File: src/rtl/core/bvdr_pkg.sv
// Package: shared types and codes for the bias voltage DAC ramp controller.
`timescale 1ns / 1ps

package bvdr_pkg;

    localparam int MV_W     = 16;
    localparam int CODE_W   = 12;
    localparam int CMD_W    = 2;
    localparam int REQ_W    = 2;
    localparam int CFG_IDX_W = 3;
    localparam int CFG_DATA_W = 16;

    // Command codes
    localparam logic [CMD_W-1:0] CMD_SET     = 2'd0;
    localparam logic [CMD_W-1:0] CMD_SAMPLE  = 2'd1;
    localparam logic [CMD_W-1:0] CMD_FORCE   = 2'd2;
    localparam logic [CMD_W-1:0] CMD_DISABLE = 2'd3;

    // Sample request codes
    localparam logic [REQ_W-1:0] REQ_NONE   = 2'd0;
    localparam logic [REQ_W-1:0] REQ_STAB   = 2'd1;
    localparam logic [REQ_W-1:0] REQ_COARSE = 2'd2;
    localparam logic [REQ_W-1:0] REQ_FINE   = 2'd3;

    // Configuration register indexes
    localparam logic [CFG_IDX_W-1:0] REG_MIN_MV       = 3'd0;
    localparam logic [CFG_IDX_W-1:0] REG_MIN_CODE     = 3'd1;
    localparam logic [CFG_IDX_W-1:0] REG_APPROACH_MV  = 3'd2;
    localparam logic [CFG_IDX_W-1:0] REG_STEPUP_MV    = 3'd3;
    localparam logic [CFG_IDX_W-1:0] REG_STEPUP_CODE  = 3'd4;
    localparam logic [CFG_IDX_W-1:0] REG_OVERSHOOT_MV = 3'd5;
    localparam logic [CFG_IDX_W-1:0] REG_DAC_MAX      = 3'd6;

    // Ramp-down code step
    localparam logic [4:0] DOWN_STEP = 5'd20;

    typedef struct packed {
        logic [MV_W-1:0]   min_voltage_mv;
        logic [CODE_W-1:0] min_voltage_dac_code;
        logic [CODE_W-1:0] approach_mv;
        logic [MV_W-1:0]   stepup_voltage_mv;
        logic [CODE_W-1:0] stepup_dac_code;
        logic [CODE_W-1:0] overshoot_mv;
        logic [CODE_W-1:0] dac_max_code;
    } cfg_t;

    typedef struct packed {
        logic [CMD_W-1:0]  cmd;
        logic [MV_W-1:0]   target_mv;
        logic [MV_W-1:0]   sample_mv;
        logic [CODE_W-1:0] forced_code;
    } item_t;

    typedef struct packed {
        logic [CODE_W-1:0] dac_code;
        logic              ldo_on;
        logic              stepup_on;
        logic              quench_on;
        logic [REQ_W-1:0]  sample_request;
        logic              done_res;
        logic [MV_W-1:0]   actual_mv;
    } res_t;

endpackage

File: src/rtl/core/bvdr_if.sv
// Interfaces: command beat channel and result beat channel.
`timescale 1ns / 1ps

interface bvdr_item_if;
    import bvdr_pkg::*;

    logic              valid;
    logic              ready;
    logic [CMD_W-1:0]  cmd;
    logic [MV_W-1:0]   target_mv;
    logic [MV_W-1:0]   sample_mv;
    logic [CODE_W-1:0] forced_code;

    modport source (output valid, output cmd, output target_mv, output sample_mv,
                    output forced_code, input ready);
    modport sink (input valid, input cmd, input target_mv, input sample_mv,
                  input forced_code, output ready);
endinterface

interface bvdr_res_if;
    import bvdr_pkg::*;

    logic              valid;
    logic              ready;
    logic [CODE_W-1:0] dac_code;
    logic              ldo_on;
    logic              stepup_on;
    logic              quench_on;
    logic [REQ_W-1:0]  sample_request;
    logic              done_res;
    logic [MV_W-1:0]   actual_mv;

    modport source (output valid, output dac_code, output ldo_on, output stepup_on,
                    output quench_on, output sample_request, output done_res,
                    output actual_mv, input ready);
    modport sink (input valid, input dac_code, input ldo_on, input stepup_on,
                  input quench_on, input sample_request, input done_res,
                  input actual_mv, output ready);
endinterface

File: src/rtl/core/bvdr_cfg.sv
// Configuration register file with reset defaults.
`timescale 1ns / 1ps

module bvdr_cfg (
    input  logic                               clk,
    input  logic                               rst_n,
    input  logic                               cfg_we,
    input  logic [bvdr_pkg::CFG_IDX_W-1:0]     cfg_idx,
    input  logic [bvdr_pkg::CFG_DATA_W-1:0]    cfg_wdata,
    output bvdr_pkg::cfg_t                     cfg
);
    import bvdr_pkg::*;

    cfg_t cfg_reg;

    always_ff @(posedge clk or negedge rst_n)
    begin
        if (!rst_n)
        begin
            cfg_reg.min_voltage_mv       <= 16'd3000;
            cfg_reg.min_voltage_dac_code <= 12'd4095;
            cfg_reg.approach_mv          <= 12'd100;
            cfg_reg.stepup_voltage_mv    <= 16'd15000;
            cfg_reg.stepup_dac_code      <= 12'd2000;
            cfg_reg.overshoot_mv         <= 12'd50;
            cfg_reg.dac_max_code         <= 12'd4095;
        end
        else if (cfg_we)
        begin
            case (cfg_idx)
                REG_MIN_MV:       cfg_reg.min_voltage_mv       <= cfg_wdata;
                REG_MIN_CODE:     cfg_reg.min_voltage_dac_code <= cfg_wdata[CODE_W-1:0];
                REG_APPROACH_MV:  cfg_reg.approach_mv          <= cfg_wdata[CODE_W-1:0];
                REG_STEPUP_MV:    cfg_reg.stepup_voltage_mv    <= cfg_wdata;
                REG_STEPUP_CODE:  cfg_reg.stepup_dac_code      <= cfg_wdata[CODE_W-1:0];
                REG_OVERSHOOT_MV: cfg_reg.overshoot_mv         <= cfg_wdata[CODE_W-1:0];
                REG_DAC_MAX:      cfg_reg.dac_max_code         <= cfg_wdata[CODE_W-1:0];
                default:          ;
            endcase
        end
    end

    assign cfg = cfg_reg;

endmodule

File: src/rtl/core/bvdr_core.sv
// Controller core: input register, ramp state update and result register.
`timescale 1ns / 1ps

module bvdr_core #(
    parameter int DAC_BITS = 12
) (
    input  logic           clk,
    input  logic           rst_n,
    input  bvdr_pkg::cfg_t cfg,
    bvdr_item_if.sink      item,
    bvdr_res_if.source     res
);
    import bvdr_pkg::*;

    localparam int MASK_BITS = (DAC_BITS < CODE_W) ? DAC_BITS : CODE_W;
    localparam logic [CODE_W-1:0] CODE_MASK = CODE_W'((32'd1 << MASK_BITS) - 32'd1);

    typedef enum logic [1:0] {
        PH_IDLE  = 2'd0,
        PH_DOWN  = 2'd1,
        PH_UP    = 2'd2,
        PH_FORCE = 2'd3
    } phase_t;

    function automatic logic [CODE_W-1:0] code_dec(input logic [CODE_W-1:0] c);
        logic [CODE_W-1:0] d;
        d = (c != '0) ? (c - 1'b1) : c;
        return d & CODE_MASK;
    endfunction

    function automatic logic [CODE_W-1:0] code_inc(input logic [CODE_W-1:0] c,
                                                   input logic [CODE_W-1:0] cmax);
        logic [CODE_W:0] s;
        s = {1'b0, c} + (CODE_W+1)'(DOWN_STEP);
        if (s > {1'b0, cmax})
            s = {1'b0, cmax};
        return s[CODE_W-1:0] & CODE_MASK;
    endfunction

    // target minus measured below approach, as a signed difference
    function automatic logic near_target(input logic [MV_W-1:0]   tgt,
                                         input logic [MV_W-1:0]   meas,
                                         input logic [CODE_W-1:0] app);
        logic signed [MV_W+1:0] d;
        d = $signed({2'b00, tgt}) - $signed({2'b00, meas});
        return d < $signed({{(MV_W+2-CODE_W){1'b0}}, app});
    endfunction

    // input stage
    item_t  in_reg;
    logic   in_vld_reg;
    logic   adv;

    // ramp state
    phase_t            phase_reg, phase_next;
    logic              ldo_reg, ldo_next;
    logic              stepup_reg, stepup_next;
    logic              quench_reg, quench_next;
    logic              fine_reg, fine_next;
    logic [CODE_W-1:0] code_reg, code_next;
    logic [MV_W-1:0]   pend_reg, pend_next;
    logic [MV_W-1:0]   setv_reg, setv_next;
    logic [MV_W-1:0]   lastv_reg, lastv_next;
    logic [MV_W-1:0]   reach_reg, reach_next;

    // result stage
    res_t res_reg, res_next;
    logic out_vld_reg;

    logic [MV_W-1:0]   tgt;
    logic [CODE_W+1:0] app4;
    logic [MV_W:0]     sum;
    logic              start_up;
    logic [MV_W-1:0]   up_meas;

    assign adv        = in_vld_reg && (!out_vld_reg || res.ready);
    assign item.ready = !in_vld_reg || adv;

    always_comb
    begin
        phase_next  = phase_reg;
        ldo_next    = ldo_reg;
        stepup_next = stepup_reg;
        quench_next = quench_reg;
        fine_next   = fine_reg;
        code_next   = code_reg;
        pend_next   = pend_reg;
        setv_next   = setv_reg;
        lastv_next  = lastv_reg;
        reach_next  = reach_reg;
        res_next    = '0;
        start_up    = 1'b0;
        up_meas     = lastv_reg;
        tgt         = in_reg.target_mv;
        app4        = {cfg.approach_mv, 2'b00};
        sum         = {1'b0, in_reg.sample_mv} + (MV_W+1)'(cfg.overshoot_mv);

        unique case (in_reg.cmd)
            CMD_SET:
            begin
                if (phase_reg == PH_DOWN)
                    quench_next = 1'b0;
                phase_next = PH_IDLE;
                if (!ldo_reg)
                begin
                    quench_next = 1'b0;
                    lastv_next  = cfg.min_voltage_mv - 1'b1;
                    setv_next   = cfg.min_voltage_mv - 1'b1;
                    code_next   = cfg.min_voltage_dac_code & CODE_MASK;
                    ldo_next    = 1'b1;
                end
                if (in_reg.target_mv < cfg.min_voltage_mv)
                    tgt = cfg.min_voltage_mv;
                pend_next = tgt;
                if (setv_next == tgt)
                begin
                    res_next.done_res  = 1'b1;
                    res_next.actual_mv = lastv_next;
                end
                else if (setv_next > tgt)
                begin
                    if (setv_next >= cfg.stepup_voltage_mv && tgt < cfg.stepup_voltage_mv)
                        stepup_next = 1'b0;
                    if ({1'b0, tgt} > ({1'b0, cfg.min_voltage_mv} + (MV_W+1)'(app4)))
                        reach_next = tgt - MV_W'(app4);
                    else
                        reach_next = cfg.min_voltage_mv;
                    quench_next = 1'b1;
                    code_next   = code_inc(code_next, cfg.dac_max_code);
                    phase_next  = PH_DOWN;
                end
                else
                begin
                    start_up = 1'b1;
                    up_meas  = lastv_next;
                end
            end
            CMD_SAMPLE:
            begin
                unique case (phase_reg)
                    PH_DOWN:
                    begin
                        if (in_reg.sample_mv > reach_reg && code_reg != cfg.dac_max_code)
                            code_next = code_inc(code_reg, cfg.dac_max_code);
                        else
                        begin
                            quench_next = 1'b0;
                            start_up    = 1'b1;
                            up_meas     = in_reg.sample_mv;
                        end
                    end
                    PH_UP:
                    begin
                        if ($signed({2'b00, in_reg.sample_mv}) <
                            ($signed({2'b00, pend_reg})
                             - $signed({{(MV_W+2-CODE_W){1'b0}}, cfg.overshoot_mv}))
                            && code_reg != '0)
                        begin
                            if (!fine_reg && near_target(pend_reg, in_reg.sample_mv,
                                                         cfg.approach_mv))
                                fine_next = 1'b1;
                            code_next = code_dec(code_reg);
                        end
                        else
                        begin
                            setv_next          = pend_reg;
                            lastv_next         = sum[MV_W] ? '1 : sum[MV_W-1:0];
                            phase_next         = PH_IDLE;
                            res_next.done_res  = 1'b1;
                            res_next.actual_mv = lastv_next;
                        end
                    end
                    PH_FORCE:
                    begin
                        setv_next          = in_reg.sample_mv;
                        lastv_next         = in_reg.sample_mv;
                        phase_next         = PH_IDLE;
                        res_next.done_res  = 1'b1;
                        res_next.actual_mv = in_reg.sample_mv;
                    end
                    default: ;
                endcase
            end
            CMD_FORCE:
            begin
                if (phase_reg == PH_DOWN)
                    quench_next = 1'b0;
                if (in_reg.forced_code < cfg.stepup_dac_code && !stepup_reg)
                    stepup_next = 1'b1;
                else if (in_reg.forced_code > cfg.stepup_dac_code && stepup_reg)
                    stepup_next = 1'b0;
                code_next  = in_reg.forced_code & CODE_MASK;
                phase_next = PH_FORCE;
            end
            CMD_DISABLE:
            begin
                phase_next  = PH_IDLE;
                ldo_next    = 1'b0;
                stepup_next = 1'b0;
                quench_next = 1'b1;
            end
            default: ;
        endcase

        // start of the ramp up, shared by set-target and end of ramp down
        if (start_up)
        begin
            if (setv_next < cfg.stepup_voltage_mv && pend_next >= cfg.stepup_voltage_mv)
                stepup_next = 1'b1;
            fine_next  = near_target(pend_next, up_meas, cfg.approach_mv);
            code_next  = code_dec(code_next);
            phase_next = PH_UP;
        end

        res_next.dac_code  = code_next;
        res_next.ldo_on    = ldo_next;
        res_next.stepup_on = stepup_next;
        res_next.quench_on = quench_next;
        unique case (phase_next)
            PH_DOWN:  res_next.sample_request = REQ_STAB;
            PH_UP:    res_next.sample_request = fine_next ? REQ_FINE : REQ_COARSE;
            PH_FORCE: res_next.sample_request = REQ_FINE;
            default:  res_next.sample_request = REQ_NONE;
        endcase
    end

    always_ff @(posedge clk)
    begin
        if (item.valid && item.ready)
        begin
            in_reg.cmd         <= item.cmd;
            in_reg.target_mv   <= item.target_mv;
            in_reg.sample_mv   <= item.sample_mv;
            in_reg.forced_code <= item.forced_code;
        end
        if (adv)
            res_reg <= res_next;
    end

    always_ff @(posedge clk or negedge rst_n)
    begin
        if (!rst_n)
        begin
            in_vld_reg  <= 1'b0;
            out_vld_reg <= 1'b0;
            phase_reg   <= PH_IDLE;
            ldo_reg     <= 1'b0;
            stepup_reg  <= 1'b0;
            quench_reg  <= 1'b0;
            fine_reg    <= 1'b0;
            code_reg    <= '0;
            pend_reg    <= '0;
            setv_reg    <= '0;
            lastv_reg   <= '0;
            reach_reg   <= '0;
        end
        else
        begin
            if (item.ready)
                in_vld_reg <= item.valid;
            if (adv)
                out_vld_reg <= 1'b1;
            else if (res.ready)
                out_vld_reg <= 1'b0;
            if (adv)
            begin
                phase_reg  <= phase_next;
                ldo_reg    <= ldo_next;
                stepup_reg <= stepup_next;
                quench_reg <= quench_next;
                fine_reg   <= fine_next;
                code_reg   <= code_next;
                pend_reg   <= pend_next;
                setv_reg   <= setv_next;
                lastv_reg  <= lastv_next;
                reach_reg  <= reach_next;
            end
        end
    end

    assign res.valid          = out_vld_reg;
    assign res.dac_code       = res_reg.dac_code;
    assign res.ldo_on         = res_reg.ldo_on;
    assign res.stepup_on      = res_reg.stepup_on;
    assign res.quench_on      = res_reg.quench_on;
    assign res.sample_request = res_reg.sample_request;
    assign res.done_res       = res_reg.done_res;
    assign res.actual_mv      = res_reg.actual_mv;

    // ramp down always runs with the discharge path on
    a_down_quench: assert property (@(posedge clk) disable iff (!rst_n)
        phase_reg == PH_DOWN |-> quench_reg)
        else $error("ramp down without quench");

    // a ramp up is only entered with the regulator on
    a_up_ldo: assert property (@(posedge clk) disable iff (!rst_n)
        phase_reg == PH_UP |-> ldo_reg)
        else $error("ramp up with regulator off");

    // voltage field is zero unless the beat finishes an operation
    a_done_mv: assert property (@(posedge clk) disable iff (!rst_n)
        out_vld_reg && !res_reg.done_res |-> res_reg.actual_mv == '0)
        else $error("voltage reported without done");

    // a processed beat always lands in the result register
    a_adv_out: assert property (@(posedge clk) disable iff (!rst_n)
        adv |=> out_vld_reg)
        else $error("processed beat lost");

endmodule

File: src/rtl/core/bias_voltage_dac_ramp_controller_unit.sv
// Top level: bias voltage DAC ramp controller with config port and beat channels.
// Pipeline: accepted command beats go to the input register, results to the result register.
// Throughput: one command beat per cycle while the result channel is not stalled; the
// single-pass state update sits between the input register and the result register.
// Reset: rst_n clears regulator, step-up and quench enables, DAC code and ramp
// state; configuration registers return to their defaults.
`timescale 1ns / 1ps

module bias_voltage_dac_ramp_controller_unit #(
    parameter int DAC_BITS = 12
) (
    input  logic                            clk,
    input  logic                            rst_n,
    input  logic                            cfg_we,
    input  logic [bvdr_pkg::CFG_IDX_W-1:0]  cfg_idx,
    input  logic [bvdr_pkg::CFG_DATA_W-1:0] cfg_wdata,
    bvdr_item_if.sink                       item,
    bvdr_res_if.source                      result
);
    import bvdr_pkg::*;

    cfg_t cfg;

    bvdr_cfg u_cfg (
        .clk       (clk),
        .rst_n     (rst_n),
        .cfg_we    (cfg_we),
        .cfg_idx   (cfg_idx),
        .cfg_wdata (cfg_wdata),
        .cfg       (cfg)
    );

    bvdr_core #(
        .DAC_BITS (DAC_BITS)
    ) u_core (
        .clk   (clk),
        .rst_n (rst_n),
        .cfg   (cfg),
        .item  (item),
        .res   (result)
    );

endmodule

File: src/flat_wrapper.sv
// flat-port wrapper written by rule: the top's interface ports become plain ports
module bias_voltage_dac_ramp_controller_unit_flat import bvdr_pkg::*;
#(
    parameter int DAC_BITS = 12
)
  (clk, rst_n, cfg_we, cfg_idx, cfg_wdata, item_valid, item_cmd, item_target_mv, item_sample_mv, item_forced_code, item_ready, result_valid, result_dac_code, result_ldo_on, result_stepup_on, result_quench_on, result_sample_request, result_done_res, result_actual_mv, result_ready);
  bvdr_item_if item_i ();
  bvdr_res_if result_i ();
  input  logic clk;
  input  logic rst_n;
  input  logic cfg_we;
  input  logic [bvdr_pkg::CFG_IDX_W-1:0] cfg_idx;
  input  logic [bvdr_pkg::CFG_DATA_W-1:0] cfg_wdata;
  input wire logic [$bits(item_i.valid)-1:0] item_valid;
  input wire logic [$bits(item_i.cmd)-1:0] item_cmd;
  input wire logic [$bits(item_i.target_mv)-1:0] item_target_mv;
  input wire logic [$bits(item_i.sample_mv)-1:0] item_sample_mv;
  input wire logic [$bits(item_i.forced_code)-1:0] item_forced_code;
  output wire logic [$bits(item_i.ready)-1:0] item_ready;
  output wire logic [$bits(result_i.valid)-1:0] result_valid;
  output wire logic [$bits(result_i.dac_code)-1:0] result_dac_code;
  output wire logic [$bits(result_i.ldo_on)-1:0] result_ldo_on;
  output wire logic [$bits(result_i.stepup_on)-1:0] result_stepup_on;
  output wire logic [$bits(result_i.quench_on)-1:0] result_quench_on;
  output wire logic [$bits(result_i.sample_request)-1:0] result_sample_request;
  output wire logic [$bits(result_i.done_res)-1:0] result_done_res;
  output wire logic [$bits(result_i.actual_mv)-1:0] result_actual_mv;
  input wire logic [$bits(result_i.ready)-1:0] result_ready;
  assign item_i.valid = item_valid;
  assign item_i.cmd = item_cmd;
  assign item_i.target_mv = item_target_mv;
  assign item_i.sample_mv = item_sample_mv;
  assign item_i.forced_code = item_forced_code;
  assign item_ready = item_i.ready;
  assign result_valid = result_i.valid;
  assign result_dac_code = result_i.dac_code;
  assign result_ldo_on = result_i.ldo_on;
  assign result_stepup_on = result_i.stepup_on;
  assign result_quench_on = result_i.quench_on;
  assign result_sample_request = result_i.sample_request;
  assign result_done_res = result_i.done_res;
  assign result_actual_mv = result_i.actual_mv;
  assign result_i.ready = result_ready;
  bias_voltage_dac_ramp_controller_unit #(.DAC_BITS(DAC_BITS)) u_core (.clk(clk), .rst_n(rst_n), .cfg_we(cfg_we), .cfg_idx(cfg_idx), .cfg_wdata(cfg_wdata), .item(item_i), .result(result_i));
endmodule
File: config.mk
export PLATFORM = sky130hd
export DESIGN_NAME = bias_voltage_dac_ramp_controller_unit_flat
export DESIGN_NICKNAME = d
export VERILOG_FILES = /design/src/rtl/core/bvdr_pkg.sv /design/src/rtl/core/bvdr_if.sv /design/src/rtl/core/bvdr_cfg.sv /design/src/rtl/core/bvdr_core.sv /design/src/rtl/core/bias_voltage_dac_ramp_controller_unit.sv /design/src/flat_wrapper.sv
export SDC_FILE = /design/constraint.sdc
export NUM_CORES = 1
export LEC_CHECK = 0
export ABC_AREA = 1
export BUFFER_PORTS_ARGS = -buffer_cell sky130_fd_sc_hd__clkbuf_2
export CORE_UTILIZATION = 55
export CTS_BUF_LIST = sky130_fd_sc_hd__clkbuf_4
export CTS_CLUSTER_SIZE = 28
export DETAILED_ROUTE_END_ITERATION = 6
export GPL_TIMING_DRIVEN = 0
export MAX_ROUTING_LAYER = met4
export PLACE_DENSITY_LB_ADDON = 0.08
export SETUP_SLACK_MARGIN = 0.15
export SYNTH_ARGS = -nofsm -noshare
export SYNTH_HDL_FRONTEND = slang
export SYNTH_SLANG_ARGS = --single-unit
File: constraint.sdc
create_clock -name clk -period 8.68 [get_ports clk]
set_input_delay 0.434 -clock clk [delete_from_list [all_inputs] [get_ports clk]]
set_output_delay 0.434 -clock clk [all_outputs]
set_load 0.03 [all_outputs]
==> metrics.txt <==
# TYPE chip_impl_metric gauge
chip_impl_info{name="run_status",value="finished, final reports clean"} 1
chip_impl_metric{name="drt-pass1-iter-count",unit=""} 7
chip_impl_metric{name="setup_violations",unit=""} 0
chip_impl_metric{name="max_transition_viols_final",unit=""} 0
chip_impl_metric{name="power_per_cell_area",unit="nW/um^2"} 371
chip_impl_info{name="mostFrequentLayoutCell",value="sky130_fd_sc_hd__nand2_1"} 1
chip_impl_metric{name="critical_path.max_stage_delay",unit="ns"} 0.72
chip_impl_metric{name="finish.net_count",unit=""} 3782
chip_impl_metric{name="wire_per_inst",unit="um"} 23.9
chip_impl_info{name="crit_type",value="reg2reg"} 1
chip_impl_info{name="unrepaired_setup_endpoints_after_global_routing",value="false"} 1
chip_impl_metric{name="initial_utilization",unit="%"} 56.3
chip_impl_metric{name="muxShareOfSynthArea",unit="%"} 0
chip_impl_metric{name="crit_fanout",unit=""} 10
chip_impl_metric{name="die_height",unit="um"} 207
chip_impl_metric{name="ctsLongestPathBuffers",unit=""} 3
chip_impl_metric{name="grt-ovfl-total",unit=""} 0
chip_impl_metric{name="insertion_delay",unit="ns"} 0.84
chip_impl_info{name="cts_tree",value="built"} 1
chip_impl_metric{name="tritoncts_num_sinks",unit=""} 256
chip_impl_info{name="cp-startpoint",value="u_core.u_cfg.cfg[79]"} 1
chip_impl_metric{name="timing_hold_violations_final",unit=""} 0
chip_impl_metric{name="synthesis.yosys.warnings",unit=""} 0
chip_impl_info{name="layout.cells.most_common_list",value="sky130_fd_sc_hd__nand2_1, sky130_fd_sc_hd__inv_1, sky130_fd_sc_hd__o21ai_0"} 1
chip_impl_info{name="cp_slowest_cell",value="sky130_fd_sc_hd__dfstp_2"} 1
chip_impl_metric{name="io_buffers",unit=""} 105
chip_impl_metric{name="placement.setup.worst_slack",unit="ns"} -1.12
chip_impl_metric{name="area_occupied_by_multi_input_gates",unit="um^2"} 14400
chip_impl_metric{name="max_slew_margin",unit="%"} 30.0
chip_impl_metric{name="avgSynthCellArea",unit="um^2"} 7.32
chip_impl_metric{name="switch_share",unit="%"} 54.9
chip_impl_metric{name="post_synthesis_register_bit_count",unit=""} 256
chip_impl_metric{name="syn2layout_area_growth",unit="%"} 13.0
chip_impl_metric{name="share_clk_of_total_power",unit="%"} 12.1
chip_impl_metric{name="timing.clock.skew",unit="ns"} 0.0554
chip_impl_metric{name="clkTransAtPathRegs",unit="ns"} 0.07
chip_impl_metric{name="async_flop_share",unit="%"} 68.8
chip_impl_metric{name="core-area",unit="um^2"} 41200
chip_impl_metric{name="half_perimeter_wire_length_after_detailed_placement",unit="um"} 73400
chip_impl_metric{name="synthXorXnorAreaFrac",unit="%"} 3.17
chip_impl_metric{name="largest_register_ffs",unit=""} 92
chip_impl_metric{name="power.share.sequential",unit="%"} 20.6
chip_impl_metric{name="cp.arrival",unit="ns"} 8.91
chip_impl_metric{name="drtAntennaViolNets",unit=""} 0
chip_impl_metric{name="synth_fp_nets",unit=""} 3536
chip_impl_metric{name="die-width",unit="um"} 207
chip_impl_metric{name="synth_enable_flop_cells",unit=""} 80
chip_impl_metric{name="tritoncts.num_buffers",unit=""} 74
chip_impl_info{name="largest_family_of_logic_cells_by_synthesized_area",value="simple AND/OR/NAND/NOR gates"} 1
chip_impl_metric{name="layout-drive-gt1-share",unit="%"} 12.2
chip_impl_metric{name="route.detailed.vias_per_inst",unit=""} 6.19
chip_impl_metric{name="postSynthCellCount",unit=""} 3167
chip_impl_metric{name="sequential_cell_area",unit="um^2"} 6870
chip_impl_metric{name="finalWeightedCongestion",unit=""} 1.07
chip_impl_metric{name="synth_adder_area_share",unit="%"} 16.3
chip_impl_metric{name="synth_simple_gate_area_share",unit="%"} 23.2
chip_impl_info{name="setup.worst_path.start_class",value="flip-flop"} 1
chip_impl_metric{name="internal_power",unit="uW"} 4380
chip_impl_info{name="clockRootBuffer",value="sky130_fd_sc_hd__clkbuf_4"} 1
chip_impl_metric{name="design.die.area",unit="um^2"} 43000
chip_impl_metric{name="crit_required",unit="ns"} 9.33
chip_impl_info{name="endpoint_kind",value="flip-flop"} 1
chip_impl_metric{name="via_count",unit=""} 24800
chip_impl_metric{name="synth_compound_area_share",unit="%"} 18.6
chip_impl_info{name="hold_path_class",value="in2reg"} 1
chip_impl_metric{name="layout_fillers",unit=""} 3619
chip_impl_metric{name="drv.max_cap_violation_count",unit=""} 0
chip_impl_metric{name="maxClockFrequency",unit="MHz"} 121
chip_impl_metric{name="vdd.ir_drop.worst",unit="uV"} 222
chip_impl_metric{name="std_cell_rows",unit=""} 74
chip_impl_metric{name="cellLeakagePower",unit="uW"} 0.0129
chip_impl_info{name="startpoint_of_the_most_critical_hold_path",value="cfg_idx[0]"} 1
chip_impl_metric{name="route.final.wire_length",unit="um"} 95900
chip_impl_metric{name="grt_pass1_wl",unit="um"} 142000
chip_impl_metric{name="post-route-min-period",unit="ns"} 8.26
chip_impl_metric{name="floorplan.io_pins",unit=""} 106
chip_impl_metric{name="yosys.cell_types.count",unit=""} 68
chip_impl_metric{name="tightestPinTransition",unit="ns"} 1.04
chip_impl_metric{name="power.switching",unit="uW"} 5340
chip_impl_metric{name="pin_count_of_the_biggest_net_entering_global_routing",unit=""} 110
chip_impl_info{name="synth_top_flop_cell",value="sky130_fd_sc_hd__dfrtp_1"} 1
chip_impl_info{name="rr_startpoint",value="u_core.u_cfg.cfg[79]"} 1
chip_impl_metric{name="detail_route.drc_violations",unit=""} 0
chip_impl_metric{name="global_route.usage.total",unit="%"} 45.6
chip_impl_metric{name="cts.htree.levels",unit=""} 3
chip_impl_metric{name="synth_seq_area_share",unit="%"} 29.6
chip_impl_metric{name="antenna_found_initial",unit=""} 6
chip_impl_metric{name="grt_pass1_vias",unit=""} 23700
chip_impl_metric{name="syn_area",unit="um^2"} 23200
chip_impl_metric{name="comb_power_share",unit="%"} 67.3
chip_impl_metric{name="final.period_utilization",unit="%"} 95.2
chip_impl_metric{name="worst_slack",unit="ns"} 0.416
chip_impl_metric{name="finalPower",unit="uW"} 9730
chip_impl_metric{name="drt_first_iter_violations",unit=""} 2589
## layout make-up
type / instances / share of cell area, %
Multi-Input combinational cell: 2374 / 54.9
Sequential cell: 256 / 26.2
Inverter: 422 / 6.10
Timing Repair Buffer: 170 / 4.55
Clock buffer: 105 / 3.01
Tap cell: 532 / 2.54
Buffer: 115 / 2.06
Clock inverter: 30 / 0.502
Antenna cell: 11 / 0.105
## worst max-delay path, delay by kind of cell (launching register included)
kind            cells  cell delay (ns)
simple gates       11             1.27
xor+xnor            1             0.18
buf+inv             8             1.26
fa+ha+maj           5             1.55
flops               1             0.72
compound gates     17             3.07
## cell families after synthesis
| family | Yosys count |
|---|---|
| and+or+nand+nor | 1223 |
| AOI/OAI and AO/OA | 768 |
| buffers and inverters | 537 |
| adders and majority gates | 299 |
| DFF | 256 |
| xor gates and xnor gates | 84 |
## Yosys cell counts (all sizes together) (2+ instances only)
cell type / n / area [um^2]
xor2: 61 / 534
clkbuf: 73 / 274
nand3b: 8 / 63.8
a21o: 8 / 60.1
o21bai: 32 / 240
nor3b: 3 / 22.5
a2111oi: 2 / 17.5
and2: 4 / 25.0
or2: 8 / 52.6
a21boi: 7 / 52.6
nand3: 239 / 1240
o22ai: 9 / 62.6
nand2: 734 / 2850
xnor2: 23 / 201
o221ai: 5 / 43.8
o31ai: 5 / 37.5
a22oi: 7 / 52.6
ha: 293 / 3670
inv: 418 / 1570
a211oi: 9 / 67.6
buf: 42 / 244
a21oi: 243 / 1220
nor3: 27 / 140
dfstp: 50 / 1310
edfxtp: 80 / 2400
o2111ai: 17 / 149
a221oi: 7 / 61.3
o211ai: 31 / 238
nor4: 3 / 25.0
dfrtp: 126 / 3150
clkinv: 4 / 15.0
nor2: 147 / 619
nand4: 48 / 322
o21a: 5 / 37.5
fa: 6 / 120
o21ai: 367 / 1870
a31oi: 10 / 62.6
## per-layer routing
| layer | track usage (%) | wire [um] | up-vias |
|---|---|---|---|
| li1 | - | - | 11300 |
| met1 | 54.8 | 36800 | 11600 |
| met2 | 66.8 | 40400 | 1494 |
| met3 | 13.3 | 11300 | 411 |
| met4 | 29.7 | 7260 | 0 |
| met5 | - | 0 | - |
## power groups by stage
stage | Clock [uW] | Combinational [uW] | Sequential, uW
2_1_floorplan | 0 | 4370 | 1890
3_3_place_gp | 0 | 5970 | 1980
6_report | 1170 | 6550 | 2010
3_5_place_dp | 0 | 6200 | 1990
4_1_cts | 1170 | 6280 | 1970
5_1_grt | 1230 | 7210 | 2020
## metrics by stage
step,TNS [ns],instance area (um^2),util [%],hold slack [ns],std cells
6_report,0,26200,63.5,0.103,4015
5_1_grt,0,26200,63.5,0.121,4013
4_1_cts,0,25900,63.0,0.0649,3998
3_5_place_dp,-2.08,24400,59.3,0.476,3808
3_3_place_gp,-1.80,24400,59.1,0.465,3804
2_1_floorplan,0,23200,-,0.138,3167
## path summary, 6_finish.rpt
| kind | endpoint | slack (ns) | cells after the start |
|---|---|---|---|
| setup / recovery | u_core.u_core.res.sample_request[0] | 0.42 | 42 |
| max in group asynchronous | u_core.u_core.reach_reg[5] | 7.51 | 3 |
| hold / removal | u_core.u_cfg.cfg[51] | 0.10 | 4 |
| setup reg to reg | u_core.u_core.res.sample_request[0] | 0.42 | 42 |
| hold reg to reg | u_core.u_cfg.cfg[31] | 0.49 | 2 |
| min in group asynchronous | u_core.u_core.code_reg[6] | 0.19 | 2 |
## timing repair
action	in CTS	in global routing
setup buffers	0	6
hold buffers	55	0
pin swaps	0	6
endpoints found under the hold margin	120	0
resized for setup	24	48
endpoints found under the setup margin	2	2
No activity file was read; power rests on OpenSTA's default activity.
